**src/rtl/core/q4kbd_pkg.sv**
```systemverilog
// Shared types, constants and conversion functions of the Q4_K block dequantizer.
// Used by every module of the block; depends on nothing.
package q4kbd_pkg;

  localparam int unsigned ROW_W = 20;
  localparam int unsigned OFS_W = 7;
  localparam logic [ROW_W-1:0] ROW_LENGTH_RESET = 20'd256;
  localparam logic [31:0] FP_DEFAULT_NAN = 32'hFFC0_0000;
  localparam logic [31:0] FP_QUIET_BIT = 32'h0040_0000;

  typedef struct packed {
    logic [31:0] block_word;
    logic        start_of_row;
  } in_t;

  typedef struct packed {
    logic [31:0]      value;
    logic [ROW_W-1:0] element_index;
    logic             end_of_row;
    logic             last_of_item;
  } out_t;

  typedef struct packed {
    logic [31:0]      word;
    logic [31:0]      d;
    logic [31:0]      dmin;
    logic [95:0]      codes;
    logic [ROW_W-1:0] index;
    logic [3:0]       count;
    logic             eor;
    logic [2:0]       sb;
    logic [OFS_W-1:0] ofs;
  } job_t;

  function automatic logic [31:0] half_to_single(logic [15:0] h);
    logic [4:0]  ex;
    logic [9:0]  fr;
    logic [3:0]  k;
    logic [10:0] t;
    logic [7:0]  e;
    logic [31:0] r;
    ex = h[14:10];
    fr = h[9:0];
    k = 4'd0;
    for (int i = 0; i < 10; i++) begin
      if (fr[i]) k = 4'(10 - i);
    end
    t = {1'b0, fr} << k;
    e = 8'd113 - 8'(k);
    if (ex == 5'd0) begin
      r = (fr == 10'd0) ? {h[15], 31'd0} : {h[15], e, t[9:0], 13'd0};
    end else if (ex == 5'd31) begin
      r = {h[15], 8'hFF, fr, 13'd0};
    end else begin
      r = {h[15], 8'(ex) + 8'd112, fr, 13'd0};
    end
    return r;
  endfunction

  // n/63 is the six bits of n repeated forever after the binary point, so the
  // quotient never sits on a rounding tie.
  function automatic logic [31:0] code_recip(logic [5:0] n);
    logic [2:0]  l;
    logic [35:0] sh;
    logic [23:0] mant;
    logic [31:0] r;
    l = 3'd0;
    for (int i = 0; i < 6; i++) begin
      if (n[i]) l = 3'(i);
    end
    sh = {6{n}} << (3'd5 - l);
    mant = sh[35:12] + 24'(sh[11]);
    if (n == 6'd0) begin
      r = 32'd0;
    end else if (n == 6'd63) begin
      r = 32'h3F80_0000;
    end else begin
      r = {1'b0, 8'd121 + 8'(l), mant[22:0]};
    end
    return r;
  endfunction

  function automatic logic [31:0] nibble_to_single(logic [3:0] q);
    logic [1:0]  l;
    logic [26:0] t;
    logic [31:0] r;
    l = 2'd0;
    for (int i = 0; i < 4; i++) begin
      if (q[i]) l = 2'(i);
    end
    t = {q, 23'd0} >> l;
    r = (q == 4'd0) ? 32'd0 : {1'b0, 8'd127 + 8'(l), t[22:0]};
    return r;
  endfunction

endpackage

```
**src/rtl/core/q4kbd_job_fifo.sv**
```systemverilog
// Two-entry queue of dequantization jobs between the front and back parts.
// Depends on q4kbd_pkg for the job type.
module q4kbd_job_fifo (
  input  logic            clk,
  input  logic            rst,
  input  logic            wr,
  input  q4kbd_pkg::job_t wdata,
  input  logic            rd,
  output logic            full,
  output logic            empty,
  output q4kbd_pkg::job_t head
);
  import q4kbd_pkg::*;

  job_t       mem [2];
  logic       wptr;
  logic       rptr;
  logic [1:0] count;

  assign full  = (count == 2'd2);
  assign empty = (count == 2'd0);
  assign head  = mem[rptr];

  always_ff @(posedge clk) begin
    if (wr) mem[wptr] <= wdata;
  end

  always_ff @(posedge clk) begin
    if (rst) begin
      wptr  <= 1'b0;
      rptr  <= 1'b0;
      count <= 2'd0;
    end else begin
      if (wr) wptr <= ~wptr;
      if (rd) rptr <= ~rptr;
      count <= count + 2'(wr) - 2'(rd);
    end
  end

endmodule

```
**src/rtl/core/q4kbd_fp_mul.sv**
```systemverilog
// Two-stage IEEE single-precision multiplier, round to nearest even.
// Depends on q4kbd_pkg for NaN constants.
module q4kbd_fp_mul (
  input  logic        clk,
  input  logic        rst,
  input  logic        go,
  input  logic [31:0] a,
  input  logic [31:0] b,
  output logic [31:0] y
);
  import q4kbd_pkg::*;

  logic               sa, sb, sgn;
  logic [7:0]         ea, eb;
  logic               nan_a, nan_b, inf_a, inf_b, zero_a, zero_b;
  logic               spec;
  logic [31:0]        spec_val;
  logic [47:0]        prod;
  logic signed [9:0]  esum;
  logic               stage_valid;
  logic               r_spec;
  logic [31:0]        r_spec_val;
  logic [47:0]        r_prod;
  logic signed [9:0]  r_esum;
  logic               r_sgn;
  logic [23:0]        mant;
  logic               g, st, up;
  logic [24:0]        rnd;
  logic signed [9:0]  e;
  logic [31:0]        res;

  always_comb begin
    sa = a[31];
    sb = b[31];
    ea = a[30:23];
    eb = b[30:23];
    sgn = sa ^ sb;
    nan_a = (ea == 8'hFF) && (a[22:0] != 23'd0);
    nan_b = (eb == 8'hFF) && (b[22:0] != 23'd0);
    inf_a = (ea == 8'hFF) && (a[22:0] == 23'd0);
    inf_b = (eb == 8'hFF) && (b[22:0] == 23'd0);
    zero_a = (ea == 8'd0);
    zero_b = (eb == 8'd0);
    spec = 1'b1;
    if (nan_a) begin
      spec_val = a | FP_QUIET_BIT;
    end else if (nan_b) begin
      spec_val = b | FP_QUIET_BIT;
    end else if ((inf_a && zero_b) || (zero_a && inf_b)) begin
      spec_val = FP_DEFAULT_NAN;
    end else if (inf_a || inf_b) begin
      spec_val = {sgn, 8'hFF, 23'd0};
    end else if (zero_a || zero_b) begin
      spec_val = {sgn, 31'd0};
    end else begin
      spec = 1'b0;
      spec_val = 32'd0;
    end
    prod = {1'b1, a[22:0]} * {1'b1, b[22:0]};
    esum = $signed({2'b00, ea}) + $signed({2'b00, eb}) - 10'sd127;
  end

  always_ff @(posedge clk) begin
    if (rst) begin
      stage_valid <= 1'b0;
    end else begin
      stage_valid <= go;
    end
  end

  always_ff @(posedge clk) begin
    if (go) begin
      r_spec     <= spec;
      r_spec_val <= spec_val;
      r_prod     <= prod;
      r_esum     <= esum;
      r_sgn      <= sgn;
    end
    if (stage_valid) y <= res;
  end

  always_comb begin
    if (r_prod[47]) begin
      mant = r_prod[47:24];
      g = r_prod[23];
      st = |r_prod[22:0];
      e = r_esum + 10'sd1;
    end else begin
      mant = r_prod[46:23];
      g = r_prod[22];
      st = |r_prod[21:0];
      e = r_esum;
    end
    up = g & (st | mant[0]);
    rnd = {1'b0, mant} + 25'(up);
    if (rnd[24]) e = e + 10'sd1;
    if (r_spec) begin
      res = r_spec_val;
    end else if (e >= 10'sd255) begin
      res = {r_sgn, 8'hFF, 23'd0};
    end else if (e <= 10'sd0) begin
      res = {r_sgn, 31'd0};
    end else begin
      res = {r_sgn, e[7:0], rnd[22:0]};
    end
  end

endmodule

```
**src/rtl/core/q4kbd_fp_sub.sv**
```systemverilog
// Two-stage IEEE single-precision subtractor y = a - b, round to nearest even.
// Depends on q4kbd_pkg for NaN constants.
module q4kbd_fp_sub (
  input  logic        clk,
  input  logic        rst,
  input  logic        go,
  input  logic [31:0] a,
  input  logic [31:0] b,
  output logic [31:0] y
);
  import q4kbd_pkg::*;

  logic               sbn;
  logic               nan_a, nan_b, inf_a, inf_b, zero_a, zero_b;
  logic               spec;
  logic [31:0]        spec_val;
  logic               a_big;
  logic               sx, sy;
  logic [7:0]         ex, ey, diff;
  logic [26:0]        xm, ym, ys, mask;
  logic [27:0]        sum;
  logic               stage_valid;
  logic               r_spec;
  logic [31:0]        r_spec_val;
  logic [27:0]        r_sum;
  logic [7:0]         r_ex;
  logic               r_sx;
  logic [4:0]         lz;
  logic [26:0]        t;
  logic [23:0]        mant;
  logic               g, st, up;
  logic [24:0]        rnd;
  logic signed [9:0]  e;
  logic [31:0]        res;

  always_comb begin
    sbn = ~b[31];
    nan_a = (a[30:23] == 8'hFF) && (a[22:0] != 23'd0);
    nan_b = (b[30:23] == 8'hFF) && (b[22:0] != 23'd0);
    inf_a = (a[30:23] == 8'hFF) && (a[22:0] == 23'd0);
    inf_b = (b[30:23] == 8'hFF) && (b[22:0] == 23'd0);
    zero_a = (a[30:23] == 8'd0);
    zero_b = (b[30:23] == 8'd0);
    spec = 1'b1;
    if (nan_a) begin
      spec_val = a | FP_QUIET_BIT;
    end else if (nan_b) begin
      spec_val = b | FP_QUIET_BIT;
    end else if (inf_a && inf_b) begin
      spec_val = (a[31] == b[31]) ? FP_DEFAULT_NAN : a;
    end else if (inf_a) begin
      spec_val = a;
    end else if (inf_b) begin
      spec_val = {sbn, b[30:0]};
    end else if (zero_a && zero_b) begin
      spec_val = {a[31] & sbn, 31'd0};
    end else if (zero_a) begin
      spec_val = {sbn, b[30:0]};
    end else if (zero_b) begin
      spec_val = a;
    end else begin
      spec = 1'b0;
      spec_val = 32'd0;
    end
    a_big = (a[30:0] >= b[30:0]);
    sx = a_big ? a[31] : sbn;
    sy = a_big ? sbn : a[31];
    ex = a_big ? a[30:23] : b[30:23];
    ey = a_big ? b[30:23] : a[30:23];
    xm = a_big ? {1'b1, a[22:0], 3'd0} : {1'b1, b[22:0], 3'd0};
    ym = a_big ? {1'b1, b[22:0], 3'd0} : {1'b1, a[22:0], 3'd0};
    diff = ex - ey;
    mask = ~({27{1'b1}} << diff);
    if (diff >= 8'd27) begin
      ys = 27'd1;
    end else begin
      ys = (ym >> diff) | 27'(|(ym & mask));
    end
    sum = (sx != sy) ? ({1'b0, xm} - {1'b0, ys}) : ({1'b0, xm} + {1'b0, ys});
  end

  always_ff @(posedge clk) begin
    if (rst) begin
      stage_valid <= 1'b0;
    end else begin
      stage_valid <= go;
    end
  end

  always_ff @(posedge clk) begin
    if (go) begin
      r_spec     <= spec;
      r_spec_val <= spec_val;
      r_sum      <= sum;
      r_ex       <= ex;
      r_sx       <= sx;
    end
    if (stage_valid) y <= res;
  end

  always_comb begin
    lz = 5'd0;
    for (int i = 0; i < 27; i++) begin
      if (r_sum[i]) lz = 5'(26 - i);
    end
    t = r_sum[26:0] << lz;
    if (r_sum[27]) begin
      mant = r_sum[27:4];
      g = r_sum[3];
      st = |r_sum[2:0];
      e = $signed({2'b00, r_ex}) + 10'sd1;
    end else begin
      mant = t[26:3];
      g = t[2];
      st = |t[1:0];
      e = $signed({2'b00, r_ex}) - $signed({5'd0, lz});
    end
    up = g & (st | mant[0]);
    rnd = {1'b0, mant} + 25'(up);
    if (rnd[24]) e = e + 10'sd1;
    if (r_spec) begin
      res = r_spec_val;
    end else if (r_sum == 28'd0) begin
      res = 32'd0;
    end else if (e >= 10'sd255) begin
      res = {r_sx, 8'hFF, 23'd0};
    end else if (e <= 10'sd0) begin
      res = {r_sx, 31'd0};
    end else begin
      res = {r_sx, e[7:0], rnd[22:0]};
    end
  end

endmodule

```
**src/rtl/core/q4kbd_front.sv**
```systemverilog
// Front part: takes block words, tracks block position and row count, keeps the
// header and code bytes, queues one job per in-row data word. Depends on q4kbd_pkg.
module q4kbd_front #(
  parameter int unsigned SUBBLOCK_SIZE = 32
) (
  input  logic                           clk,
  input  logic                           rst,
  input  logic                           push,
  input  q4kbd_pkg::in_t                 item,
  output logic                           full,
  input  logic                           cfg_write,
  input  logic [q4kbd_pkg::ROW_W-1:0]    cfg_data,
  input  logic                           job_full,
  output logic                           job_push,
  output q4kbd_pkg::job_t                job
);
  import q4kbd_pkg::*;

  localparam int unsigned BLOCK_WORDS = SUBBLOCK_SIZE + 4;
  localparam int unsigned WP_W = $clog2(BLOCK_WORDS);
  localparam logic [OFS_W-1:0] SIZE_C = OFS_W'(SUBBLOCK_SIZE);

  logic [ROW_W-1:0] row_length;
  logic [WP_W-1:0]  wp, wp_next, wp_e;
  logic [ROW_W-1:0] ed, ed_next, ed_e, left;
  logic [15:0]      scale_half, min_half;
  logic [95:0]      codes;
  logic [OFS_W-1:0] ofs, ofs_next, ofs_step;
  logic [2:0]       sb, sb_next;
  logic [1:0]       code_idx;
  logic [3:0]       cnt;
  logic             acc, active, is_data;

  assign full = job_full;
  assign acc = push & ~job_full;

  always_comb begin
    wp_e = item.start_of_row ? '0 : wp;
    ed_e = item.start_of_row ? '0 : ed;
    active = (ed_e < row_length);
    is_data = (wp_e >= WP_W'(4));
    code_idx = wp_e[1:0] - 2'd1;
    left = row_length - ed_e;
    cnt = (left >= ROW_W'(8)) ? 4'd8 : left[3:0];
    ofs_step = ofs + OFS_W'(8);
    wp_next = wp_e;
    ed_next = ed_e;
    ofs_next = ofs;
    sb_next = sb;
    if (active) begin
      wp_next = (wp_e == WP_W'(BLOCK_WORDS - 1)) ? '0 : wp_e + WP_W'(1);
      if (wp_e == '0) begin
        ofs_next = '0;
        sb_next = 3'd0;
      end else if (is_data) begin
        ed_next = ed_e + ROW_W'(cnt);
        if (ofs_step >= SIZE_C) begin
          ofs_next = ofs_step - SIZE_C;
          sb_next = sb + 3'd1;
        end else begin
          ofs_next = ofs_step;
        end
      end
    end
    job.word = item.block_word;
    job.d = half_to_single(scale_half);
    job.dmin = half_to_single(min_half);
    job.codes = codes;
    job.index = ed_e;
    job.count = cnt;
    job.eor = (ed_e + ROW_W'(cnt)) >= row_length;
    job.sb = sb;
    job.ofs = ofs;
    job_push = acc & active & is_data;
  end

  always_ff @(posedge clk) begin
    if (rst) begin
      row_length <= ROW_LENGTH_RESET;
      wp         <= '0;
      ed         <= '0;
      scale_half <= 16'd0;
      min_half   <= 16'd0;
      ofs        <= '0;
      sb         <= 3'd0;
    end else begin
      if (cfg_write) row_length <= cfg_data;
      if (acc) begin
        wp  <= wp_next;
        ed  <= ed_next;
        ofs <= ofs_next;
        sb  <= sb_next;
        if (active && wp_e == '0) begin
          scale_half <= item.block_word[15:0];
          min_half   <= item.block_word[31:16];
        end
      end
    end
  end

  always_ff @(posedge clk) begin
    if (acc && active && !is_data && wp_e != '0) begin
      codes[{code_idx, 5'd0} +: 32] <= item.block_word;
    end
  end

endmodule

```
**src/rtl/core/q4kbd_back.sv**
```systemverilog
// Back part: works through one queued job element by element on a shared
// multiplier and a subtractor, and holds the result word. Depends on q4kbd_pkg.
module q4kbd_back #(
  parameter int unsigned SUBBLOCK_SIZE = 32
) (
  input  logic            clk,
  input  logic            rst,
  input  logic            job_empty,
  input  q4kbd_pkg::job_t job,
  output logic            job_pop,
  output logic            empty,
  input  logic            pop,
  output q4kbd_pkg::out_t result
);
  import q4kbd_pkg::*;

  localparam logic [3:0] S_IDLE = 4'd0;
  localparam logic [3:0] S_M1   = 4'd1;
  localparam logic [3:0] S_W1   = 4'd2;
  localparam logic [3:0] S_M2   = 4'd3;
  localparam logic [3:0] S_W2   = 4'd4;
  localparam logic [3:0] S_M3   = 4'd5;
  localparam logic [3:0] S_W3   = 4'd6;
  localparam logic [3:0] S_SUB  = 4'd7;
  localparam logic [3:0] S_WS   = 4'd8;
  localparam logic [3:0] S_OUT  = 4'd9;
  localparam logic [OFS_W-1:0] SIZE_C = OFS_W'(SUBBLOCK_SIZE);

  logic [3:0]       state, state_next;
  logic [2:0]       t;
  logic [2:0]       sb;
  logic [OFS_W-1:0] ofs;
  logic [31:0]      m1, mn;
  logic             ovalid;
  logic             mul_go, sub_go;
  logic [31:0]      mul_a, mul_b, mul_y, sub_y;
  logic [6:0]       sc_pos, mc_pos;
  logic [31:0]      qf;
  logic             last, load;

  q4kbd_fp_mul u_mul (
    .clk(clk), .rst(rst), .go(mul_go), .a(mul_a), .b(mul_b), .y(mul_y)
  );

  q4kbd_fp_sub u_sub (
    .clk(clk), .rst(rst), .go(sub_go), .a(mul_y), .b(mn), .y(sub_y)
  );

  assign empty = ~ovalid;

  always_comb begin
    sc_pos = 7'(sb) * 7'd6;
    mc_pos = sc_pos + 7'd48;
    qf = nibble_to_single(job.word[{t, 2'b00} +: 4]);
    last = (4'(t) == job.count - 4'd1);
    load = (state == S_OUT) && (!ovalid || pop);
    job_pop = load && last;
    mul_go = (state == S_M1) || (state == S_M2) || (state == S_M3);
    sub_go = (state == S_SUB);
    unique case (state)
      S_M1: begin
        mul_a = job.d;
        mul_b = code_recip(job.codes[sc_pos +: 6]);
      end
      S_M2: begin
        mul_a = job.dmin;
        mul_b = code_recip(job.codes[mc_pos +: 6]);
      end
      default: begin
        mul_a = m1;
        mul_b = qf;
      end
    endcase
    state_next = state;
    unique case (state)
      S_IDLE: if (!job_empty) state_next = S_M1;
      S_M1:   state_next = S_W1;
      S_W1:   state_next = S_M2;
      S_M2:   state_next = S_W2;
      S_W2:   state_next = S_M3;
      S_M3:   state_next = S_W3;
      S_W3:   state_next = S_SUB;
      S_SUB:  state_next = S_WS;
      S_WS:   state_next = S_OUT;
      S_OUT:  if (load) state_next = last ? S_IDLE : S_M1;
      default: state_next = S_IDLE;
    endcase
  end

  always_ff @(posedge clk) begin
    if (rst) begin
      state  <= S_IDLE;
      ovalid <= 1'b0;
    end else begin
      state <= state_next;
      if (load) begin
        ovalid <= 1'b1;
      end else if (pop) begin
        ovalid <= 1'b0;
      end
    end
  end

  always_ff @(posedge clk) begin
    if (state == S_IDLE) begin
      t   <= 3'd0;
      sb  <= job.sb;
      ofs <= job.ofs;
    end
    if (state == S_M2) m1 <= mul_y;
    if (state == S_M3) mn <= mul_y;
    if (load) begin
      result.value         <= sub_y;
      result.element_index <= job.index + ROW_W'(t);
      result.end_of_row    <= job.eor & last;
      result.last_of_item  <= last;
      t <= t + 3'd1;
      if (ofs + OFS_W'(1) == SIZE_C) begin
        ofs <= '0;
        sb  <= sb + 3'd1;
      end else begin
        ofs <= ofs + OFS_W'(1);
      end
    end
  end

endmodule

```
**src/rtl/core/q4k_block_dequantizer_unit.sv**
```systemverilog
// Top level of the Q4_K block dequantizer: front part, job queue, back part.
// Depends on q4kbd_pkg, q4kbd_front, q4kbd_job_fifo and q4kbd_back.
//
// Header and code words queue no job. A data word yields up to eight fp32 results,
// which the back part computes one after another (two scale products, the nibble
// product and the final subtraction go through one two-stage multiplier and a
// two-stage subtractor). After the last result of a job the back part passes
// through its idle state before it takes the next job. The front keeps
// accepting words while the two-entry job queue has room, and a finished result
// waits in the output register while the next one is computed.
module q4k_block_dequantizer_unit #(
  parameter int unsigned SUBBLOCK_SIZE = 32
) (
  input  logic                        clk,
  input  logic                        rst,
  input  logic                        push,
  input  q4kbd_pkg::in_t              item,
  output logic                        full,
  input  logic                        cfg_write,
  input  logic [q4kbd_pkg::ROW_W-1:0] cfg_data,
  output logic                        empty,
  input  logic                        pop,
  output q4kbd_pkg::out_t             result
);
  import q4kbd_pkg::*;

  job_t job_in, job_head;
  logic job_push, job_pop, job_full, job_empty;

  q4kbd_front #(.SUBBLOCK_SIZE(SUBBLOCK_SIZE)) u_front (
    .clk(clk), .rst(rst), .push(push), .item(item), .full(full),
    .cfg_write(cfg_write), .cfg_data(cfg_data),
    .job_full(job_full), .job_push(job_push), .job(job_in)
  );

  q4kbd_job_fifo u_fifo (
    .clk(clk), .rst(rst), .wr(job_push), .wdata(job_in), .rd(job_pop),
    .full(job_full), .empty(job_empty), .head(job_head)
  );

  q4kbd_back #(.SUBBLOCK_SIZE(SUBBLOCK_SIZE)) u_back (
    .clk(clk), .rst(rst), .job_empty(job_empty), .job(job_head),
    .job_pop(job_pop), .empty(empty), .pop(pop), .result(result)
  );

endmodule
```
**config.mk**
```make
export PLATFORM = sky130hd
export DESIGN_NAME = q4k_block_dequantizer_unit
export DESIGN_NICKNAME = d
export VERILOG_FILES = /design/src/rtl/core/q4kbd_pkg.sv /design/src/rtl/core/q4kbd_job_fifo.sv /design/src/rtl/core/q4kbd_fp_mul.sv /design/src/rtl/core/q4kbd_fp_sub.sv /design/src/rtl/core/q4kbd_front.sv /design/src/rtl/core/q4kbd_back.sv /design/src/rtl/core/q4k_block_dequantizer_unit.sv
export SDC_FILE = /design/constraint.sdc
export NUM_CORES = 2
export LEC_CHECK = 0
export CAP_MARGIN = 25
export CORE_ASPECT_RATIO = 0.6
export CORE_UTILIZATION = 40
export DETAILED_ROUTE_END_ITERATION = 10
export DONT_BUFFER_PORTS = 1
export HOLD_SLACK_MARGIN = 0.15
export SYNTH_ARGS = -nofsm -noshare
export SYNTH_HDL_FRONTEND = slang
export SYNTH_SLANG_ARGS = --single-unit
```
**constraint.sdc**
```tcl
create_clock -name clk -period 17.83 [get_ports clk]
set_input_delay 2.6745 -clock clk [delete_from_list [all_inputs] [get_ports clk]]
set_output_delay 2.6745 -clock clk [all_outputs]
set_load 0.01 [all_outputs]
```
* After elaboration in Yosys (flattened, before gate mapping)
Memories as Yosys holds them, arrays and structs flattened. A register that Yosys moved wholly into a read port is not among the register bits. Cells that the tools add are included.
Storage, ports and cells: flip-flop bits (word level) 552, RAM bits 454, input port bits 58, output and inout port bits 56, word-level logic and storage cells 363, memories 1
Operators by class: $add $sub $neg 39, multiply operators 2, magnitude comparators 11, eq/ne operators 25, shifts and indexed selects 13, mux-type cells 149, bitwise operators 18, reduce and logical (&&, ||, !) cells 67
Memory list:
- u_fifo.mem | words 2, width 227, rd ports 1, clocked after memory_dff 1, write ports 1, line q4kbd_job_fifo.sv:15 | job_t mem [2];
Operators with widths (number):
- two-way mux 32 bit | 19
- two-way mux 31 bit | 13
- two-way mux 5 bit | 27
- case mux 32 bit (2 select lines) | 2
- bitwise mux 96 bit | 1
- variable shift 32 x 9 -> 96 bit, first input constant | 1
- indexed part select 32 x 9 -> 96 bit | 1
- indexed part select 96 x 7 -> 6 bit | 1
- indexed part select 96 x 8 -> 6 bit | 1
- logical NOT 23 bit | 4
- two-way mux 4 bit | 23
- nonzero test 23 bit | 4
- two-way mux 20 bit | 4
- left shift 36 x 3 -> 35 bit | 2
- two-way mux 26 bit | 2
- adder 24 x 1 -> 25 bit | 2
- multiplier 24 x 24 -> 48 bit | 1
- two-way mux 24 bit | 2
- adder 23 x 1 -> 23 bit | 2
- two-way mux 3 bit | 14
- two-way mux 7 bit | 6
- two-way mux 10 bit | 4
- case mux 4 bit (10 select lines) | 1
- == test 8 bit, second input constant | 4
- other kinds (91) | 183

* Longest topological paths before layout
word-level depth 39, mapped depth 47, depth with buffers taken out 44

* Cells and area by module
A second synthesis with hierarchy kept.
Unflattened totals: cells, all modules 6985, area total of the unflattened synthesis 74996.9 um2
By module, submodules not included:
- q4kbd_fp_mul | instances 1, cells each 2628, area each 25124.1 um2, seq. area each 3743.6 um2
- q4kbd_job_fifo | instances 1, cells each 727, area each 16696.0 um2, seq. area each 13733.2 um2
- q4kbd_fp_sub | instances 1, cells each 1750, area each 14209.9 um2, seq. area each 3083.0 um2
- q4kbd_front | instances 1, cells each 1252, area each 11080.6 um2, seq. area each 4584.4 um2
- q4kbd_back | instances 1, cells each 628, area each 7886.3 um2, seq. area each 4003.8 um2

* Worst setup path after synthesis
No wires, ideal clock.
path kind input-to-reg, start point input item[0] (netlist name), end point memory u_fifo.mem[0][100] (netlist name), enable pin, library setup time 0.756 ns, data arrival time 14.981 ns, data required time 17.074 ns, path slack 2.092 ns, cell stages on the path 23, buffers on the path 5, path through clkbuf_1 -> clkbuf_1 -> clkbuf_1 -> clkbuf_1 -> nand2b_1 -> inv_1 -> fa_1 -> nor2b_1 -> o21ai_0 -> a21boi_0 -> o21ai_0 -> a21boi_0 -> o21ai_0 -> nand2_1 -> a221oi_1 -> o21ai_0 -> a21oi_1 -> a21oi_1 -> nand2_1 -> clkbuf_1 -> nor2_1 -> inv_1 -> nor2_1
RTL lines:
- start: declaration | line q4k_block_dequantizer_unit.sv:17 | input q4kbd_pkg::in_t item,
- end: declaration | line q4kbd_job_fifo.sv:15

==> flow_summary_export.csv <==
group,metric,value,unit
run_status,status,"finished, final reports clean",
setup_path,path_max_fanout,65,
floorplan,start_util,40.4,%
global_route,grt_pass1_wl,301,mm
timing,hold_viol,0,
routing,drt_iter0_markers,5047,
clock_network,tritoncts.num_buffers,93,
final_layout,drive_gt1_share,8.14,%
logic_synthesis,syn_area,67400,um2
global_route,grt_pass1_vias,46500,
logic_synthesis,synth-simple-area-share,12.1,%
setup_path,worstSetupPathType,"reg2reg",
logic_synthesis,synth_seq_area_share,40.5,%
setup_path,slowest_stage,"a22oi_1",
timing,rsz0062_at_grt,"false",
placed_design,portBuffers,0,
setup_path,rr_worst_depth,36,
job,max_cap_violations,0,
setup_path,required,18.28,ns
timing,timing.final.crit_share,77.3,%
logic_synthesis,async_flop_share,0,%
routing,num_vias,47800,
global_route,grt_overflow,0,
logic_synthesis,synth_top_area_cell,"edfxtp_1",
floorplan,die_area,170000,um2
clock_network,cts_hold_buf,0,
timing,fin_setup_tns,0,ns
timing,tightest_slew,1.35,ns
placed_design,dp_hpwl,154,mm
setup_path,critPathMostFrequentCell,"fa_1",
logic_synthesis,synth_fa_ha_area_share,20.6,%
power_and_ir_drop,p_leak,29.7,nW
routing,drt-total-wl,200,mm
clock_network,clock_path_buffers,3,
timing,whs,0.413,ns
logic_synthesis,synth.distinct_cells,123,
clock_network,worstSkewPairLatency,0.73,ns
floorplan,fp.dieW,532,um
logic_synthesis,synth_top_family_by_area,"adder cells",
timing,period_needed,13.78,ns
logic_synthesis,synth_compound_area_share,10.5,%
logic_synthesis,ys.flop_type,"edfxtp_1",
logic_synthesis,synthXorXnorAreaFrac,3.23,%
floorplan,coreArea,167000,um2
floorplan,die_h,320,um
power_and_ir_drop,p_per_area,116,nW/um2
timing,max-slew-margin-rel,9.69,%
hold_path,whs_path_depth,0,
routing,dr.pass1.iters,8,
logic_synthesis,syn-mean-instance-area,11.1,um2
clock_network,cts_max_level,3,
setup_path,worst-path-stages,36,
timing,max_freq,0.0726,GHz
final_layout,nets,7186,
logic_synthesis,synth_top_area_share,37.5,%
setup_path,cp-start-kind,"register",
logic_synthesis,synth-edff-count,842,
global_route,grt_max_degree,97,
clock_network,cts_tree,"done",
logic_synthesis,muxShareOfSynthArea,7.20,%
routing,wl_per_cell,23.1,um
timing,final-max-slew-violation-count,0,
global_route,antenna_found_initial,12,
logic_synthesis,synth_common_cells,"edfxtp_1, inv_1, nand2_1, fa_1, nor2_1",
clock_network,cts_resized,0,
setup_path,max_stage_delay,1.06,ns
final_layout,area_growth,9.85,%
logic_synthesis,syn_inst,6090,
timing,final.setup_skew,0.0387,ns
setup_path,crit_buf_inv,4,
clock_network,root_buffer,"clkbuf_16",
clock_network,cts.sinks,942,
hold_path,hp-class,"reg2reg",
routing,ant_nets,0,
timing,setup_viol_count_final,0,
floorplan,boundaryPins,114,
logic_synthesis,ys_warn_count,0,
routing,drc_errors,0,
power_and_ir_drop,vdd_drop_max,0.284,mV
clock_network,postCtsSetupRepairBufs,0,
setup_path,arrival,14.23,ns
clock_network,path_clk_slew,0.07,ns
routing,via_per_inst,5.54,
placed_design,gp_congestion,0.994,
setup_path,endpoint_kind,"register",
logic_synthesis,ys_seq_elements,942,
floorplan,num_rows,116,
setup_path,crit_family,"compound AO/OA/AOI/OAI gates",
logic_synthesis,yosysMostFrequentCell,"edfxtp_1",
global_route,grt_use_total,23.5,%
logic_synthesis,synth_area_leaders,"edfxtp_1, fa_1, ha_1",
-- cells by family (layout without fill, tap and decap cells) --
kind of cell / Yosys count / count (layout)
AND/OR/NAND/NOR: 1711 / 1711
adder cells (fa/ha/maj): 818 / 818
XOR/XNOR: 249 / 249
flip-flops: 942 / 942
buffers and inverters: 1006 / 1045
multiplexers: 324 / 324
AO/OA/AOI/OAI: 1038 / 1038
other: 2 / 267
-- final timing paths --
| path | start | to | slack (ns) |
|---|---|---|---|
| min reg2reg | u_back.u_sub.y[4]$_DFFE_PP_ | u_back.result[26]$_DFFE_PP_ | 0.41 |
| max | register | u_back.u_mul.r_prod[47]$_DFFE_PP_ | 4.05 |
| max reg2reg | register | u_back.u_mul.r_prod[47]$_DFFE_PP_ | 4.05 |
| min | u_back.u_sub.y[4]$_DFFE_PP_ | u_back.result[26]$_DFFE_PP_ | 0.41 |
-- area by class of cell --
type / count / area [um2]
Antenna cell: 7 / 17.5
Clock buffer: 114 / 2410
Clock inverter: 57 / 627
Fill cell: 15600 / 93000
Inverter: 774 / 2910
Multi-Input combinational cell: 4400 / 37200
Sequential cell: 942 / 27300
Tap cell: 2242 / 2810
Timing Repair Buffer: 100 / 778
-- state kept, by name, summed over array words and instances (netlist names), 48 cells and up, named ones only --
register / flops
u_back.result: 54
u_back.u_mul.r_prod: 48
u_fifo.mem: 392
u_front.codes: 96
-- placed cells by master, fill, tap and decap left out, types with 45 or more instances in the layout --
| cell type | n |
|---|---|
| edfxtp_1 | 842 |
| inv_1 | 760 |
| nand2_1 | 590 |
| fa_1 | 487 |
| nor2_1 | 381 |
| ha_1 | 330 |
| a21oi_1 | 275 |
| conb_1 | 260 |
| o21ai_0 | 208 |
| xnor2_1 | 166 |
| and2_1 | 166 |
| mux2i_1 | 154 |
| mux4_2 | 124 |
| nand3_1 | 115 |
| dfxtp_1 | 98 |
| buf_4 | 96 |
| clkbuf_16 | 93 |
| xor2_1 | 83 |
| nor3_1 | 83 |
| a21o_1 | 72 |
| nor2b_1 | 64 |
| nor4_1 | 58 |
| a22o_1 | 58 |
| nand2b_1 | 52 |
| mux2_2 | 45 |
-- report_power, final --
group,internal (mW),switching [mW],total (mW)
sequential,2.62,0.0161,2.63
clock,1.09,0.898,1.99
combinational,1.69,2.28,3.96
-- per-layer routing --
layer	vias up	track usage, %	routed length (um)
met1	23900	37.8	98600
met4	2	3.40	2530
met3	178	8.83	25400
met2	2122	29.4	73000
met5	-	0.728	176
li1	21600	-	-
-- stage by stage --
step	setup WS (ns)	instances	util, %	power (mW)	area [um2]
after floorplan	2.09	6348	-	5.74	68400
after global placement	4.04	8452	42.5	6.43	70900
after detailed placement	3.96	8455	42.5	6.42	71000
after CTS	3.91	8626	44.3	8.46	74000
after global routing	3.49	8634	44.3	9.31	74100
final	4.05	8636	44.3	8.59	74100
No activity file was read; power rests on OpenSTA's default activity.
